### config.mk
export PLATFORM = sky130hd
export DESIGN_NAME = filled_circle_span_generator
export DESIGN_NICKNAME = d
export VERILOG_FILES = /design/src/rtl/core/fcsg_pkg.sv /design/src/rtl/core/fcsg_ctrl.sv /design/src/rtl/core/fcsg_datapath.sv /design/src/rtl/core/filled_circle_span_generator.sv
export VERILOG_INCLUDE_DIRS = /design/src /design/src/rtl/core
export SDC_FILE = /design/constraint.sdc
export NUM_CORES = 1
export LEC_CHECK = 0
export ABC_AREA = 1
export BUFFER_PORTS_ARGS = -buffer_cell sky130_fd_sc_hd__buf_2
export CORE_ASPECT_RATIO = 2
export CORE_MARGIN = 3
export CORE_UTILIZATION = 63
export CTS_CLUSTER_SIZE = 28
export DETAILED_ROUTE_END_ITERATION = 16
export PLACE_DENSITY = 0.94
export SLEW_MARGIN = 10
export SYNTH_ARGS = -nofsm -noshare
export SYNTH_HDL_FRONTEND = slang
export SYNTH_SLANG_ARGS = --single-unit
### constraint.sdc
create_clock -name clk -period 4.9 [get_ports clk]
set_input_delay 0.98 -clock clk [delete_from_list [all_inputs] [get_ports clk]]
set_output_delay 0.98 -clock clk [all_outputs]
set_load 0.005 [all_outputs]
### src/rtl/core/filled_circle_span_generator_defines.svh
// Assertion macros shared by the span generator modules.
// Each macro expects clk and rst_n in scope.
`ifndef FILLED_CIRCLE_SPAN_GENERATOR_DEFINES_SVH
`define FILLED_CIRCLE_SPAN_GENERATOR_DEFINES_SVH

`ifndef SYNTHESIS

// Same-cycle implication
`define FCSG_ASSERT_NOW(label, ante, cons) \
  label: assert property (@(posedge clk) disable iff (!rst_n) (ante) |-> (cons)) \
    else $error("fcsg check failed");

// Next-cycle implication
`define FCSG_ASSERT_NEXT(label, ante, cons) \
  label: assert property (@(posedge clk) disable iff (!rst_n) (ante) |=> (cons)) \
    else $error("fcsg check failed");

`else

`define FCSG_ASSERT_NOW(label, ante, cons)
`define FCSG_ASSERT_NEXT(label, ante, cons)

`endif

`endif

### src/rtl/core/fcsg_pkg.sv
package fcsg_pkg;

  // Default sizes
  localparam int MAX_RADIUS_DEF = 63;
  localparam int COORD_BITS_DEF = 12;

  // Fixed field and loop limits
  localparam int RADIUS_BITS = 6;
  localparam int MAX_RESULTS = 48;

  // Controller states
  typedef enum logic {
    ST_IDLE,
    ST_RUN
  } state_t;

  // Controller to datapath
  typedef struct packed {
    logic load;  // latch a new circle
    logic step;  // emit one result and advance the loop
  } cmd_t;

  // Datapath to controller
  typedef struct packed {
    logic out_free;  // output register can take a result this cycle
    logic last;      // the current step is the final one
  } sts_t;

endpackage

### src/rtl/core/fcsg_ctrl.sv
`include "filled_circle_span_generator_defines.svh"

module fcsg_ctrl (
  input  logic            clk,
  input  logic            rst_n,
  input  logic            in_valid,
  output logic            in_stall,
  input  fcsg_pkg::sts_t  sts,
  output fcsg_pkg::cmd_t  cmd
);

  fcsg_pkg::state_t state_r;
  fcsg_pkg::state_t state_nxt;

  // State register
  always_ff @(posedge clk) begin
    if (!rst_n) begin
      state_r <= fcsg_pkg::ST_IDLE;
    end else begin
      state_r <= state_nxt;
    end
  end

  // Next state
  always_comb begin
    state_nxt = state_r;
    unique case (state_r)
      fcsg_pkg::ST_IDLE: begin
        if (in_valid) begin
          state_nxt = fcsg_pkg::ST_RUN;
        end
      end
      fcsg_pkg::ST_RUN: begin
        if (sts.out_free && sts.last) begin
          state_nxt = fcsg_pkg::ST_IDLE;
        end
      end
      default: state_nxt = fcsg_pkg::ST_IDLE;
    endcase
  end

  // Outputs; no transfer is taken while reset is held
  always_comb begin
    in_stall = 1'b1;
    cmd      = '0;
    unique case (state_r)
      fcsg_pkg::ST_IDLE: begin
        in_stall = !rst_n;
        cmd.load = in_valid && rst_n;
      end
      fcsg_pkg::ST_RUN: begin
        cmd.step = sts.out_free;
      end
      default: begin
        in_stall = 1'b1;
      end
    endcase
  end

  `FCSG_ASSERT_NEXT(a_load_starts_run, cmd.load, state_r == fcsg_pkg::ST_RUN)
  `FCSG_ASSERT_NEXT(a_last_ends_run, cmd.step && sts.last, state_r == fcsg_pkg::ST_IDLE)

endmodule

### src/rtl/core/fcsg_datapath.sv
`include "filled_circle_span_generator_defines.svh"

module fcsg_datapath #(
  parameter int MAX_RADIUS = fcsg_pkg::MAX_RADIUS_DEF,
  parameter int COORD_BITS = fcsg_pkg::COORD_BITS_DEF
) (
  input  logic                                clk,
  input  logic                                rst_n,
  input  fcsg_pkg::cmd_t                      cmd,
  output fcsg_pkg::sts_t                      sts,
  input  logic signed [COORD_BITS-1:0]        in_center_x,
  input  logic signed [COORD_BITS-1:0]        in_center_y,
  input  logic [fcsg_pkg::RADIUS_BITS-1:0]    in_circle_radius,
  output logic                                out_valid,
  input  logic                                out_stall,
  output logic signed [COORD_BITS:0]          out_wide_x_left,
  output logic signed [COORD_BITS:0]          out_wide_x_right,
  output logic signed [COORD_BITS:0]          out_wide_row_below,
  output logic signed [COORD_BITS:0]          out_wide_row_above,
  output logic signed [COORD_BITS:0]          out_narrow_x_left,
  output logic signed [COORD_BITS:0]          out_narrow_x_right,
  output logic signed [COORD_BITS:0]          out_narrow_row_below,
  output logic signed [COORD_BITS:0]          out_narrow_row_above,
  output logic                                out_last_step
);

  localparam int OFS_BITS = $clog2(MAX_RADIUS + 1);
  localparam int DW       = OFS_BITS + 3;
  localparam int OW       = COORD_BITS + 1;
  localparam int SW       = ((COORD_BITS > OFS_BITS) ? COORD_BITS : OFS_BITS) + 2;
  localparam int RW       = ((fcsg_pkg::RADIUS_BITS > OFS_BITS) ?
                             fcsg_pkg::RADIUS_BITS : OFS_BITS) + 1;
  localparam int CW       = $clog2(fcsg_pkg::MAX_RESULTS);

  localparam logic signed [DW-1:0] D_ONE = DW'(1);
  localparam logic signed [DW-1:0] D_TWO = DW'(2);

  // Loop state
  logic signed [COORD_BITS-1:0] cx_r, cy_r;
  logic [OFS_BITS-1:0]          rad_r, ox_r, oy_r;
  logic signed [DW-1:0]         d_r;
  logic [CW-1:0]                cnt_r;

  logic [OFS_BITS-1:0]          rad_sat;
  logic [OFS_BITS-1:0]          ox_nxt, oy_nxt;
  logic signed [DW-1:0]         d_nxt;
  logic signed [DW-1:0]         ox2, oy2, rmo2;
  logic [OFS_BITS:0]            oxe, oye;
  logic                         cont;

  // Output register
  logic                         out_valid_r;
  logic signed [OW-1:0]         wxl_r, wxr_r, wrb_r, wra_r;
  logic signed [OW-1:0]         nxl_r, nxr_r, nrb_r, nra_r;
  logic                         last_r;

  logic signed [SW-1:0]         cx_w, cy_w, ox_w, oy_w;

  // Radius clamp
  always_comb begin
    if (RW'(in_circle_radius) > RW'(MAX_RADIUS)) begin
      rad_sat = OFS_BITS'(MAX_RADIUS);
    end else begin
      rad_sat = OFS_BITS'(in_circle_radius);
    end
  end

  // Midpoint decision step
  always_comb begin
    ox2  = DW'({ox_r, 1'b0});
    oy2  = DW'({oy_r, 1'b0});
    rmo2 = DW'({OFS_BITS'(rad_r - oy_r), 1'b0});
    oxe  = {1'b0, ox_r};
    oye  = {1'b0, oy_r};
    if (d_r >= ox2) begin
      d_nxt  = d_r - ox2 - D_ONE;
      ox_nxt = ox_r + OFS_BITS'(1);
      oy_nxt = oy_r;
      cont   = oye >= (oxe + (OFS_BITS+1)'(1));
    end else if (d_r < rmo2) begin
      d_nxt  = d_r + oy2 - D_ONE;
      ox_nxt = ox_r;
      oy_nxt = oy_r - OFS_BITS'(1);
      cont   = oye > oxe;
    end else begin
      d_nxt  = d_r + oy2 - ox2 - D_TWO;
      ox_nxt = ox_r + OFS_BITS'(1);
      oy_nxt = oy_r - OFS_BITS'(1);
      cont   = oye >= (oxe + (OFS_BITS+1)'(2));
    end
  end

  // Status to the controller
  always_comb begin
    sts.out_free = !out_valid_r || !out_stall;
    sts.last     = !cont || (cnt_r == CW'(fcsg_pkg::MAX_RESULTS - 1));
  end

  // Loop registers
  always_ff @(posedge clk) begin
    if (cmd.load) begin
      cx_r  <= in_center_x;
      cy_r  <= in_center_y;
      rad_r <= rad_sat;
      ox_r  <= '0;
      oy_r  <= rad_sat;
      d_r   <= DW'(rad_sat) - D_ONE;
      cnt_r <= '0;
    end else if (cmd.step) begin
      ox_r  <= ox_nxt;
      oy_r  <= oy_nxt;
      d_r   <= d_nxt;
      cnt_r <= cnt_r + CW'(1);
    end
  end

  // Span ends at the current offsets
  always_comb begin
    cx_w = SW'(cx_r);
    cy_w = SW'(cy_r);
    ox_w = SW'(ox_r);
    oy_w = SW'(oy_r);
  end

  // Output payload
  always_ff @(posedge clk) begin
    if (cmd.step) begin
      wxl_r  <= OW'(cx_w - oy_w);
      wxr_r  <= OW'(cx_w + oy_w);
      wrb_r  <= OW'(cy_w + ox_w);
      wra_r  <= OW'(cy_w - ox_w);
      nxl_r  <= OW'(cx_w - ox_w);
      nxr_r  <= OW'(cx_w + ox_w);
      nrb_r  <= OW'(cy_w + oy_w);
      nra_r  <= OW'(cy_w - oy_w);
      last_r <= sts.last;
    end
  end

  // Output valid
  always_ff @(posedge clk) begin
    if (!rst_n) begin
      out_valid_r <= 1'b0;
    end else if (cmd.step) begin
      out_valid_r <= 1'b1;
    end else if (!out_stall) begin
      out_valid_r <= 1'b0;
    end
  end

  assign out_valid            = out_valid_r;
  assign out_wide_x_left      = wxl_r;
  assign out_wide_x_right     = wxr_r;
  assign out_wide_row_below   = wrb_r;
  assign out_wide_row_above   = wra_r;
  assign out_narrow_x_left    = nxl_r;
  assign out_narrow_x_right   = nxr_r;
  assign out_narrow_row_below = nrb_r;
  assign out_narrow_row_above = nra_r;
  assign out_last_step        = last_r;

  `FCSG_ASSERT_NOW(a_step_has_room, cmd.step, sts.out_free)
  `FCSG_ASSERT_NOW(a_step_in_octant, cmd.step, oy_r >= ox_r)
  `FCSG_ASSERT_NEXT(a_load_inits, cmd.load, (ox_r == '0) && (oy_r == rad_r) && (cnt_r == '0))

endmodule

### src/rtl/core/filled_circle_span_generator.sv
// Filled circle span generator.
// Input channel (in_valid/in_stall): one circle per transfer, signed center
// in_center_x/in_center_y and in_circle_radius (clamped to MAX_RADIUS).
// Output channel (out_valid/out_stall): one transfer per midpoint step, each
// carrying two wide spans (rows center_y +/- offset_x) and two narrow spans
// (rows center_y +/- offset_y); out_last_step marks the circle's final step.
// A circle of radius r gives about r/sqrt(2)+1 transfers, at most 48.
// Timing: the circle is latched into the loop registers, then the decision
// unit runs one step per cycle into the output register whenever that
// register can take a result (empty, or out_stall low).
// A new circle is taken the cycle after the final step is computed, while
// that final result may still sit in the output register.
// If out_valid and out_stall are high, the output register and step loop hold.
// Reset (rst_n low, synchronous) returns the controller to idle and drops
// out_valid; a circle in progress is discarded.
module filled_circle_span_generator #(
  parameter int MAX_RADIUS = fcsg_pkg::MAX_RADIUS_DEF,
  parameter int COORD_BITS = fcsg_pkg::COORD_BITS_DEF
) (
  input  logic                             clk,
  input  logic                             rst_n,
  input  logic                             in_valid,
  output logic                             in_stall,
  input  logic signed [COORD_BITS-1:0]     in_center_x,
  input  logic signed [COORD_BITS-1:0]     in_center_y,
  input  logic [fcsg_pkg::RADIUS_BITS-1:0] in_circle_radius,
  output logic                             out_valid,
  input  logic                             out_stall,
  output logic signed [COORD_BITS:0]       out_wide_x_left,
  output logic signed [COORD_BITS:0]       out_wide_x_right,
  output logic signed [COORD_BITS:0]       out_wide_row_below,
  output logic signed [COORD_BITS:0]       out_wide_row_above,
  output logic signed [COORD_BITS:0]       out_narrow_x_left,
  output logic signed [COORD_BITS:0]       out_narrow_x_right,
  output logic signed [COORD_BITS:0]       out_narrow_row_below,
  output logic signed [COORD_BITS:0]       out_narrow_row_above,
  output logic                             out_last_step
);

  fcsg_pkg::cmd_t cmd;
  fcsg_pkg::sts_t sts;

  // Sequencer
  fcsg_ctrl u_ctrl (
    .clk      (clk),
    .rst_n    (rst_n),
    .in_valid (in_valid),
    .in_stall (in_stall),
    .sts      (sts),
    .cmd      (cmd)
  );

  // Decision loop and output register
  fcsg_datapath #(
    .MAX_RADIUS (MAX_RADIUS),
    .COORD_BITS (COORD_BITS)
  ) u_datapath (
    .clk                  (clk),
    .rst_n                (rst_n),
    .cmd                  (cmd),
    .sts                  (sts),
    .in_center_x          (in_center_x),
    .in_center_y          (in_center_y),
    .in_circle_radius     (in_circle_radius),
    .out_valid            (out_valid),
    .out_stall            (out_stall),
    .out_wide_x_left      (out_wide_x_left),
    .out_wide_x_right     (out_wide_x_right),
    .out_wide_row_below   (out_wide_row_below),
    .out_wide_row_above   (out_wide_row_above),
    .out_narrow_x_left    (out_narrow_x_left),
    .out_narrow_x_right   (out_narrow_x_right),
    .out_narrow_row_below (out_narrow_row_below),
    .out_narrow_row_above (out_narrow_row_above),
    .out_last_step        (out_last_step)
  );

endmodule
==> results of run 1 <==
[cell type report]
type,instances,area (sq um)
clock inverter,13,163
timing repair buffer,146,746
multi-input combinational,731,4910
tap,201,251
fill,1068,4150
inverter,165,622
sequential,160,4660
clock buffer,19,433
[kinds of logic (layout without fill, tap and decap cells)]
kind of cell,Yosys count,after routing
compound gates,142,142
xor+xnor,106,106
fa+ha+maj,119,119
buf+inv,185,343
flops,160,160
simple gates,364,364
[metrics by stage]
step	util [%]	setup slack (ns)	power [mW]	cell area, sq um
4_1_cts	74.0	1.37	8.64	11800
5_1_grt	74.0	0.925	9.38	11800
3_3_place_gp	70.2	1.42	7.04	11200
3_5_place_dp	70.2	1.38	7.20	11200
6_report	74.0	1.37	8.74	11800
2_1_floorplan	-	1.65	5.83	10300
[placed cells by master (no fill, tap or decap), drive strengths merged, types with 15 or more instances in the layout]
master,n
nand2,215
inv,163
edfxtp,146
buf,146
ha,107
xor2,90
a21oi,61
nor2,61
o21ai,53
nand3,50
clkbuf,19
xnor2,16
nor3,15
[worst min-delay path: stages (launching register included)]
cell,delay [ns]
dfxtp_1,0.30
inv_1,0.07
a21oi_1,0.06
[metal layers]
layer | GRT usage [%] | up-vias | wire (um) | part of all wire (%)
met5 | 0 | - | 0 | 0
met4 | 32.1 | 0 | 3460 | 11
met3 | 7.45 | 266 | 2380 | 7.9
met2 | 59.5 | 649 | 15500 | 51
met1 | 33.1 | 3959 | 8820 | 29
li1 | - | 3863 | - | -
[worst min path at each step]
stage	cells after the start	endpoint	slack, ns
2_1_floorplan	2	u_datapath.cnt_r[5]$_SDFFE_PP0P_	0.45
3_3_place_gp	2	u_datapath.cnt_r[5]$_SDFFE_PP0P_	0.46
3_5_place_dp	2	u_datapath.cnt_r[5]$_SDFFE_PP0P_	0.47
4_1_cts	2	u_datapath.cnt_r[5]$_SDFFE_PP0P_	0.48
5_1_grt	2	u_datapath.cnt_r[5]$_SDFFE_PP0P_	0.52
6_report	2	u_datapath.cnt_r[5]$_SDFFE_PP0P_	0.48
[registers in the layout, summed over array words and instances (netlist names), 12 cells and up]
signal                           flops
u_datapath.out_wide_x_left          13
u_datapath.out_narrow_x_right       13
u_datapath.cx_r                     12
u_datapath.out_wide_row_above       13
u_datapath.out_wide_row_below       12
u_datapath.cy_r                     12
u_datapath.out_narrow_row_below     12
u_datapath.out_wide_x_right         12
u_datapath.out_narrow_x_left        12
u_datapath.out_narrow_row_above     13
[power by group through the flow]
stage	clock network (mW)	logic [mW]	registers (mW)
final	1.37	4.93	2.44
after global routing	1.43	5.48	2.47
after CTS	1.37	4.85	2.42
after detailed placement	0	4.75	2.44
after global placement	0	4.61	2.42
after floorplan	0	3.48	2.35
==> impl_metrics.env, run 1 <==
export IMPL_max_slew_margin_pct=43.6
export IMPL_grt_pass1_wl_mm=46.3
export IMPL_p_sw_mw=4.02
export IMPL_grt_pass1_vias=8896
export IMPL_cts_buffers=17
export IMPL_hp_class="register to register"
export IMPL_cts_tree="yes"
export IMPL_worst_pin_slew_ns=0.836
export IMPL_crit_cells=16
export IMPL_synth_top_family_by_area="adder cells"
export IMPL_end_kind="register"
export IMPL_cts_resized=0
export IMPL_clockBufferDepth=2
export IMPL_critPathTopFamily="simple AND/OR/NAND/NOR gates"
export IMPL_intPower_mw=4.72
export IMPL_io_pin_count=141
export IMPL_async_reset_ff_share_pct=0
export IMPL_grt_usage_pct=34.9
export IMPL_crit_buf_inv=1
export IMPL_htreeDepth=4
export IMPL_max_cap_violations=0
export IMPL_crit_path_max_fanout=12
export IMPL_worstSetupPathType="register to register"
export IMPL_synthTopCellsByCount="204 x nand2_1, 146 x edfxtp_1, 143 x inv_1"
export IMPL_die_h_um=187
export IMPL_dp_final_hpwl_mm=21.7
export IMPL_switching_share_pct=46.0
export IMPL_stdcell_count=1435
export IMPL_dieArea_sq_um=18100
export IMPL_gr_total_overflow=0
export IMPL_cp_common_cell="nand2_1"
export IMPL_period_minus_slack_ns=3.53
export IMPL_io_buffers=140
export IMPL_hold_start="u_datapath.cnt_r[5]$_SDFFE_PP0P_"
export IMPL_holdWs_ns=0.483
export IMPL_drt_pass1_iter_count=13
export IMPL_design_core_area_sq_um=15900
export IMPL_pwr_share_clk_pct=15.7
export IMPL_p_leak_nw=5.42
export IMPL_yosysWarningCount=0
export IMPL_finalCritPeriodShare_pct=72.0
export IMPL_synth_top_area_share_pct=42.4
export IMPL_area_delta_synth_final_pct=14.1
export IMPL_routabilityCongestion=0.994
export IMPL_synth_yosys_seq_area_share_pct=45.1
export IMPL_nNetsFinal=1374
export IMPL_cp_start_kind="register"
export IMPL_critPathSlowestCell="edfxtp_1"
export IMPL_finalSetupViolCount=0
export IMPL_netlist_instances=1076
export IMPL_rr_endpoint="u_datapath.ox_r[3]$_SDFFE_PP0P_"
export IMPL_synthAdderAreaFrac_pct=15.3
export IMPL_p_seq_share_pct=28.0
export IMPL_synthMostInstantiatedCell="nand2_1"
export IMPL_numClockSinks=160
export IMPL_vias_per_cell=6.09
export IMPL_ir_drop_uv=774
export IMPL_routedWlPerCell_um=21.0
export IMPL_synth_simple_area_share_pct=15.2
export IMPL_cts_root_buf="clkbuf_16"
export IMPL_fmax_mhz=283
export IMPL_path_clk_slew_ns=0.06
export IMPL_status="complete, no violations"
export IMPL_synthXorXnorAreaFrac_pct=8.98
export IMPL_synthMuxAreaShare_pct=0
export IMPL_synth_avg_cell_area_sq_um=9.61
export IMPL_synth_top_cell_by_area="edfxtp_1"
export IMPL_synth_compound_area_share_pct=8.06
export IMPL_reg2reg_setup_slack_ns=1.37
export IMPL_synth_edf_count=146
export IMPL_ff2ff_path_depth=16
export IMPL_post_cts_setup_buffer_count=0
export IMPL_rsz0062_at_grt="no"
export IMPL_r2r_start="u_datapath.oy_r[1]$_DFFE_PP_"
export IMPL_syn_nets=1229
export IMPL_synth_ff_type="edfxtp_1"
export IMPL_hold_viol_final=0
export IMPL_startpoint="u_datapath.oy_r[1]$_DFFE_PP_"
export IMPL_drc=0
export IMPL_critical_path_required_ns=5.26
export IMPL_share_comb_of_total_power_pct=56.4
export IMPL_fin_worst_skew_ns=0.00973
export IMPL_synth_area_top_cells="edfxtp_1 42%, ha_1 13%, xor2_1 7.6%, nand2_1 7.4%, inv_1 5.2%"
export IMPL_drive_gt1_share_pct=18.2
export IMPL_cp_arrival_ns=3.89
export IMPL_cp_slowest_stage_delay_ns=0.66
export IMPL_diodes=0
export IMPL_placed_cells=1403
export IMPL_drtIter0Drc=761
export IMPL_slew_violations=0
export IMPL_wl_mm=30.2
export IMPL_power_density_nw_per_um2=741
export IMPL_clock_latency_ns=0.44
export IMPL_netlist_area_sq_um=10300
export IMPL_antenna_found_initial=0
export IMPL_num_vias=8737
export IMPL_rows=65
export IMPL_yosys_register_bits=160
export IMPL_start_util_pct=64.9
export IMPL_fin_tns_setup_ns=0
export IMPL_synth_cell_types=50
export IMPL_drtAntennaViolNets=0
export IMPL_die_width_um=96.6
export IMPL_cp_cell_sequence="inv_1, ha_1, nand3_1, nand2_1, nand2_1, nand2_1, a21oi_1, xor2_1, ha_1, a211oi_2, nand2_1, nand2_2, nand2_1, nand2_2, o21ai_1, a21oi_1"
export IMPL_crit_end="u_datapath.ox_r[3]$_SDFFE_PP0P_"
export IMPL_ctsHoldBuffers=0
export IMPL_grt_max_degree=49
Note: power is estimated with default switching activity, not from simulation.
==> run 2, diff against run 1 <==
--- a/config.mk
+++ b/config.mk
@@ -10,10 +10,10 @@
 export BUFFER_PORTS_ARGS = -buffer_cell sky130_fd_sc_hd__buf_2
 export CORE_ASPECT_RATIO = 2
 export CORE_MARGIN = 3
-export CORE_UTILIZATION = 63
+export CORE_UTILIZATION = 59
 export CTS_CLUSTER_SIZE = 28
 export DETAILED_ROUTE_END_ITERATION = 16
-export PLACE_DENSITY = 0.94
+export PLACE_DENSITY = 0.9
 export SLEW_MARGIN = 10
 export SYNTH_ARGS = -nofsm -noshare
 export SYNTH_HDL_FRONTEND = slang
==> constraint.sdc (replaced) <==
create_clock -name clk -period 3.4 [get_ports clk]
set_input_delay 0.68 -clock clk [delete_from_list [all_inputs] [get_ports clk]]
set_output_delay 0.68 -clock clk [all_outputs]
set_load 0.005 [all_outputs]
==> impl_metrics.env, run 2 (synthesized netlist as in run 1, its figures left out) <==
export IMPL_cts_root_buf="clkbuf_16"
export IMPL_whs_endpoint="u_datapath.cy_r[0]$_DFFE_PP_"
export IMPL_drtAntennaViolNets=0
export IMPL_final_cell_mix="203 x nand2_1, 146 x edfxtp_1, 143 x inv_1"
export IMPL_pwr_share_clk_pct=13.8
export IMPL_critical_path_required_ns=3.72
export IMPL_io_pin_count=141
export IMPL_start_util_pct=61.0
export IMPL_htreeDepth=4
export IMPL_max_cap_violations=0
export IMPL_finalCritPeriodShare_pct=96.1
export IMPL_diodes=0
export IMPL_placed_cells=1436
export IMPL_cp_common_cell="nand2_1"
export IMPL_place_area_sq_um=11400
export IMPL_total_power_mw=12.9
export IMPL_path_clk_slew_ns=0.07
export IMPL_reg2reg_setup_slack_ns=0.13
export IMPL_area_delta_synth_final_pct=16.5
export IMPL_final_common_cell="nand2_1"
export IMPL_p_seq_share_pct=26.0
export IMPL_antenna_found_initial=0
export IMPL_r2r_start="u_datapath.oy_r[2]$_DFFE_PP_"
export IMPL_holdWs_ns=0.407
export IMPL_grt_pass1_vias=8925
export IMPL_status="complete, no violations"
export IMPL_ctsHoldBuffers=0
export IMPL_clock_latency_ns=0.44
export IMPL_drt_pass1_iter_count=7
export IMPL_stdcell_area_sq_um=12000
export IMPL_hp_class="input pin to register"
export IMPL_rr_endpoint="u_datapath.d_r[1]$_DFFE_PP_"
export IMPL_grt_pass1_wl_mm=44.1
export IMPL_utilization_pct=71.1
export IMPL_p_sw_mw=5.89
export IMPL_die_width_um=99.6
export IMPL_cp_start_kind="register"
export IMPL_die_h_um=193
export IMPL_routedWlPerCell_um=19.8
export IMPL_num_vias=8697
export IMPL_nNetsFinal=1403
export IMPL_rows=67
export IMPL_hold_viol_final=0
export IMPL_grt_usage_pct=30.2
export IMPL_intPower_mw=7.00
export IMPL_max_slew_margin_pct=56.8
export IMPL_vias_per_cell=5.92
export IMPL_critPathSlowestCell="edfxtp_1"
export IMPL_design_core_area_sq_um=16900
export IMPL_wl_mm=29.1
export IMPL_routabilityCongestion=0.987
export IMPL_power_density_nw_per_um2=1070
export IMPL_cp_arrival_ns=3.59
export IMPL_worstSetupPathType="register to register"
export IMPL_gr_total_overflow=0
export IMPL_slew_violations=0
export IMPL_pre_cts_slack_ns=0.00220
export IMPL_holdPathStages=1
export IMPL_numClockSinks=160
export IMPL_drtIter0Drc=605
export IMPL_switching_share_pct=45.7
export IMPL_dieArea_sq_um=19200
export IMPL_worst_pin_slew_ns=0.648
export IMPL_io_buffers=140
export IMPL_dp_final_hpwl_mm=21.3
export IMPL_cts_buffers=17
export IMPL_period_minus_slack_ns=3.27
export IMPL_drc=0
export IMPL_fmax_mhz=306
export IMPL_grt_max_degree=66
export IMPL_cts_tree="yes"
export IMPL_clockBufferDepth=2
export IMPL_ir_drop_uv=899
export IMPL_fin_tns_setup_ns=0
export IMPL_cp_cell_sequence="inv_1, ha_1, a21oi_2, nand2_1, nand2_1, nand2_1, a21oi_1, xor2_1, ha_1, a211oi_2, nand2_1, nand2_2, nand2_1, or2_0, nand4_1, nand2_1, inv_1"
export IMPL_hold_start="in_center_y[0]"
export IMPL_cp_slowest_stage_delay_ns=0.40
export IMPL_finalSetupViolCount=0
export IMPL_ff2ff_path_depth=17
export IMPL_fin_worst_skew_ns=0.00956
export IMPL_p_leak_nw=5.54
export IMPL_end_kind="register"
export IMPL_drive_gt1_share_pct=20.9
export IMPL_setup_ws_ns=0.132
export IMPL_crit_path_max_fanout=9
export IMPL_share_comb_of_total_power_pct=60.2
export IMPL_stdcell_count=1470
-- run 2: cell types whose count changed in the layout (fill, tap and decap cells not counted), sizes merged --
cell,delta
bufinv,-3
buf,+29
clkbuf,-2
clkinv,-1
inv,+3
clkinvlp,+3
-- run 2: how the worst max path moves through the flow --
stage               cells past startpoint  slack [ns]                         start                           to
floorplan                              19        0.15  u_datapath.oy_r[0]$_DFFE_PP_  u_datapath.d_r[6]$_DFFE_PP_
global placement                       19        0.11   u_datapath.d_r[1]$_DFFE_PP_  u_datapath.d_r[6]$_DFFE_PP_
detailed placement                     19       0.002   u_datapath.d_r[1]$_DFFE_PP_  u_datapath.d_r[6]$_DFFE_PP_
CTS                                    19      0.0007   u_datapath.d_r[1]$_DFFE_PP_  u_datapath.d_r[6]$_DFFE_PP_
global route                           19       -0.01   u_datapath.d_r[1]$_DFFE_PP_  u_datapath.d_r[6]$_DFFE_PP_
finish                                 17        0.13  u_datapath.oy_r[2]$_DFFE_PP_  u_datapath.d_r[1]$_DFFE_PP_
-- run 2: final cells by class --
type | instances | area [sq um]
multi-input cells | 731 | 4990
fillers | 1146 | 4890
flip-flops and latches | 160 | 4660
repair buffers | 175 | 976
inverters | 165 | 622
clock buffers | 17 | 425
well taps | 207 | 259
clock inverters | 15 | 111
-- run 2: metal layers --
layer / global-route usage [%] / share of wire [%]
met5: 0 / 0
met4: 29.2 / 11
met3: 6.81 / 6.9
met2: 54.9 / 52
met1: 26.2 / 29
-- run 2: repair_timing --
action	in CTS	in global routing
buffers inserted	0	2
endpoints found under the hold margin	0	0
endpoints found under the setup margin	0	10
gates resized for setup	0	11
-- run 2: worst max-delay path: cells and delay by family (launching register included) --
| kind | cells | cell delay, ns |
|---|---|---|
| AO/OA/AOI/OAI | 3 | 0.60 |
| XOR/XNOR | 1 | 0.20 |
| adder cells (fa/ha/maj) | 2 | 0.58 |
| buffers and inverters | 2 | 0.17 |
| flip-flops | 1 | 0.40 |
| AND/OR/NAND/NOR | 9 | 1.19 |
-- run 2: power by group through the flow --
stage / Sequential (mW) / Clock (mW) / Combinational (mW)
2_1_floorplan: 3.38 / 0 / 5.02
3_3_place_gp: 3.35 / 0 / 6.89
3_5_place_dp: 3.37 / 0 / 7.21
4_1_cts: 3.34 / 1.77 / 7.33
5_1_grt: 3.38 / 1.85 / 8.59
6_report: 3.35 / 1.78 / 7.76
==> run 3, diff against run 2 <==
--- a/config.mk
+++ b/config.mk
@@ -6,9 +6,8 @@
 export SDC_FILE = /design/constraint.sdc
 export NUM_CORES = 1
 export LEC_CHECK = 0
-export ABC_AREA = 1
+export ABC_AREA = 0
 export BUFFER_PORTS_ARGS = -buffer_cell sky130_fd_sc_hd__buf_2
-export CORE_ASPECT_RATIO = 2
 export CORE_MARGIN = 3
 export CORE_UTILIZATION = 59
 export CTS_CLUSTER_SIZE = 28
==> impl_metrics.env, run 3 <==
export IMPL_max_cap_violations=0
export IMPL_cp_arrival_ns=3.72
export IMPL_startpoint="u_datapath.oy_r[1]$_DFFE_PP_"
export IMPL_async_reset_ff_share_pct=0
export IMPL_rsz0062_at_grt="yes"
export IMPL_synth_top_family_by_area="adder cells"
export IMPL_io_buffers=140
export IMPL_ctsHoldBuffers=0
export IMPL_synthMostInstantiatedCell="edfxtp_1"
export IMPL_power_density_nw_per_um2=985
export IMPL_numClockSinks=160
export IMPL_worst_pin_slew_ns=0.729
export IMPL_synth_edf_count=146
export IMPL_wl_mm=27.5
export IMPL_whs_endpoint="u_datapath.cy_r[0]$_DFFE_PP_"
export IMPL_clock_latency_ns=0.44
export IMPL_fin_tns_setup_ns=-0.877
export IMPL_crit_path_max_fanout=6
export IMPL_switching_share_pct=42.0
export IMPL_slew_violations=0
export IMPL_hold_viol_final=0
export IMPL_synthMuxAreaShare_pct=0.413
export IMPL_p_leak_nw=5.01
export IMPL_cp_start_kind="register"
export IMPL_cts_root_buf="clkbuf_16"
export IMPL_synth_compound_area_share_pct=11.5
export IMPL_dieArea_sq_um=18500
export IMPL_setup_ws_ns=-0.134
export IMPL_io_pin_count=141
export IMPL_cts_buffers=17
export IMPL_hold_start="in_center_y[0]"
export IMPL_synth_top_cell_by_area="edfxtp_1"
export IMPL_synth_top_area_share_pct=43.9
export IMPL_worstSetupPathType="register to register"
export IMPL_fmax_mhz=283
export IMPL_ff2ff_path_depth=15
export IMPL_netlist_instances=922
export IMPL_synthXorXnorAreaFrac_pct=10.4
export IMPL_die_h_um=136
export IMPL_cts_tree="yes"
export IMPL_yosys_register_bits=160
export IMPL_ir_drop_uv=1420
export IMPL_hp_class="input pin to register"
export IMPL_stdcell_area_sq_um=12000
export IMPL_fin_worst_skew_ns=0.00818
export IMPL_p_sw_mw=4.96
export IMPL_grt_pass1_wl_mm=40.3
export IMPL_holdPathStages=1
export IMPL_end_kind="register"
export IMPL_grt_usage_pct=28.8
export IMPL_share_comb_of_total_power_pct=56.8
export IMPL_yosysWarningCount=0
export IMPL_dp_final_hpwl_mm=18.8
export IMPL_path_clk_slew_ns=0.07
export IMPL_drive_gt1_share_pct=23.5
export IMPL_final_common_cell="edfxtp_1"
export IMPL_period_minus_slack_ns=3.53
export IMPL_reg2reg_setup_slack_ns=-0.13
export IMPL_vias_per_cell=6.00
export IMPL_synthTopCellsByCount="146 x edfxtp_1, 107 x ha_1, 86 x nor2_1"
export IMPL_synth_yosys_seq_area_share_pct=46.7
export IMPL_design_core_area_sq_um=16200
export IMPL_intPower_mw=6.84
export IMPL_critical_path_required_ns=3.59
export IMPL_synth_area_top_cells="edfxtp_1 44%, ha_1 13%, xnor2_1 6.5%, xor2_1 3.6%, nor2_1 3.2%"
export IMPL_drc=0
export IMPL_drtIter0Drc=966
export IMPL_holdWs_ns=0.412
export IMPL_synthAdderAreaFrac_pct=15.8
export IMPL_synth_ff_type="edfxtp_1"
export IMPL_num_vias=8020
export IMPL_rr_endpoint="u_datapath.d_r[2]$_DFFE_PP_"
export IMPL_routedWlPerCell_um=20.6
export IMPL_place_area_sq_um=11200
export IMPL_area_delta_synth_final_pct=19.9
export IMPL_diodes=0
export IMPL_synth_simple_area_share_pct=10.8
export IMPL_violations="setup timing"
export IMPL_pwr_share_clk_pct=16.4
export IMPL_die_width_um=136
export IMPL_p_seq_share_pct=26.7
export IMPL_synth_avg_cell_area_sq_um=10.8
export IMPL_syn_nets=1075
export IMPL_start_util_pct=61.6
export IMPL_status="finished, violations left"
export IMPL_drt_pass1_iter_count=5
export IMPL_clockBufferDepth=2
export IMPL_htreeDepth=4
export IMPL_synth_cell_types=63
export IMPL_antenna_found_initial=0
export IMPL_max_slew_margin_pct=50.9
export IMPL_gr_total_overflow=0
export IMPL_finalSetupViolCount=11
export IMPL_final_cell_mix="146 x edfxtp_1, 140 x buf_2, 102 x ha_1"
export IMPL_routabilityCongestion=0.915
export IMPL_rows=46
export IMPL_r2r_start="u_datapath.oy_r[1]$_DFFE_PP_"
export IMPL_netlist_area_sq_um=10000
export IMPL_drtAntennaViolNets=0
export IMPL_grt_pass1_vias=7604
export IMPL_grt_max_degree=53
export IMPL_nNetsFinal=1260
export IMPL_finalCritPeriodShare_pct=104
-- run 3: cell types whose count changed after synthesis, sizes merged, moves of 9 or more --
cell | before | now
clkbuf | 3 | 14
xor2 | 90 | 42
a21o | 1 | 13
inv | 161 | 81
nand3 | 50 | 12
nor2 | 61 | 87
xnor2 | 16 | 75
nand2b | 0 | 10
o21a | 1 | 13
nand2 | 215 | 66
nor2b | 0 | 9
o21bai | 2 | 22
-- run 3: cell type report --
class	count	area, sq um
Sequential cell	160	4660
Fill cell	1033	4250
Clock inverter	15	166
Timing Repair Buffer	193	1150
Inverter	82	315
Multi-Input combinational cell	653	4990
Clock buffer	17	425
Tap cell	216	270
-- run 3: logic make-up (layout without fill, tap and decap cells) --
family                     Yosys count  after routing
muxes                                4              4
adders and majority gates          119            119
buffers and inverters              110            307
AOI/OAI and AO/OA                  182            183
DFF                                160            160
xor gates and xnor gates           117            117
and+or+nand+nor                    230            230
-- run 3: worst max-delay path by stage --
stage                                  end  slack [ns]  cells past startpoint
3_3_place_gp   u_datapath.d_r[4]$_DFFE_PP_        0.02                     15
2_1_floorplan  u_datapath.d_r[2]$_DFFE_PP_    0.000008                     13
4_1_cts        u_datapath.d_r[8]$_DFFE_PP_       0.003                     16
5_1_grt        u_datapath.d_r[8]$_DFFE_PP_       -0.25                     17
3_5_place_dp   u_datapath.d_r[4]$_DFFE_PP_       -0.12                     15
6_report       u_datapath.d_r[2]$_DFFE_PP_       -0.13                     15
-- run 3: repair_timing --
item | 4_1_cts | 5_1_grt
gates cloned | 1 | 0
pin swaps | 3 | 10
resized for setup | 2 | 19
hold endpoints to repair | 0 | 0
buffers inserted | 7 | 5
setup endpoints to repair | 12 | 15
-- run 3: routing by layer --
layer / GRT usage [%] / share of wire, % / routed length [um] / up-vias
met3: 5.59 / 9.7 / 2680 / 119
met5: 0 / 0 / 0 / -
li1: - / - / - / 3584
met4: 12.0 / 4.8 / 1310 / 0
met1: 37.8 / 37 / 10300 / 3773
met2: 46.9 / 48 / 13200 / 544
-- run 3: power by group through the flow --
stage	combinational, mW	sequential (mW)	clock, mW
finish	6.71	3.15	1.94
global route	7.30	3.18	2.02
CTS	6.30	3.14	1.93
detailed placement	5.96	3.17	0
global placement	5.75	3.15	0
floorplan	4.12	3.14	0
-- run 3: critical path: stages (launching register included) --
cell	delay, ns
edfxtp_1	0.42
buf_6	0.16
inv_6	0.07
ha_4	0.20
a21o_1	0.18
a21o_1	0.19
a21o_1	0.18
a21oi_2	0.15
xnor2_1	0.14
ha_1	0.26
a2111o_1	0.46
o21ai_4	0.18
buf_12	0.15
mux2_4	0.30
o211ai_1	0.16
o21ai_1	0.09
-- run 3: per-stage QoR --
step           total power [mW]  setup WS (ns)  cells  util (%)
2_1_floorplan              7.26     0.00000844    922         -
3_3_place_gp               8.90         0.0192   1291      69.1
3_5_place_dp               9.13         -0.121   1291      69.1
4_1_cts                    11.4        0.00342   1331      73.2
5_1_grt                    12.5         -0.245   1336      73.8
6_report                   11.8         -0.134   1336      73.8
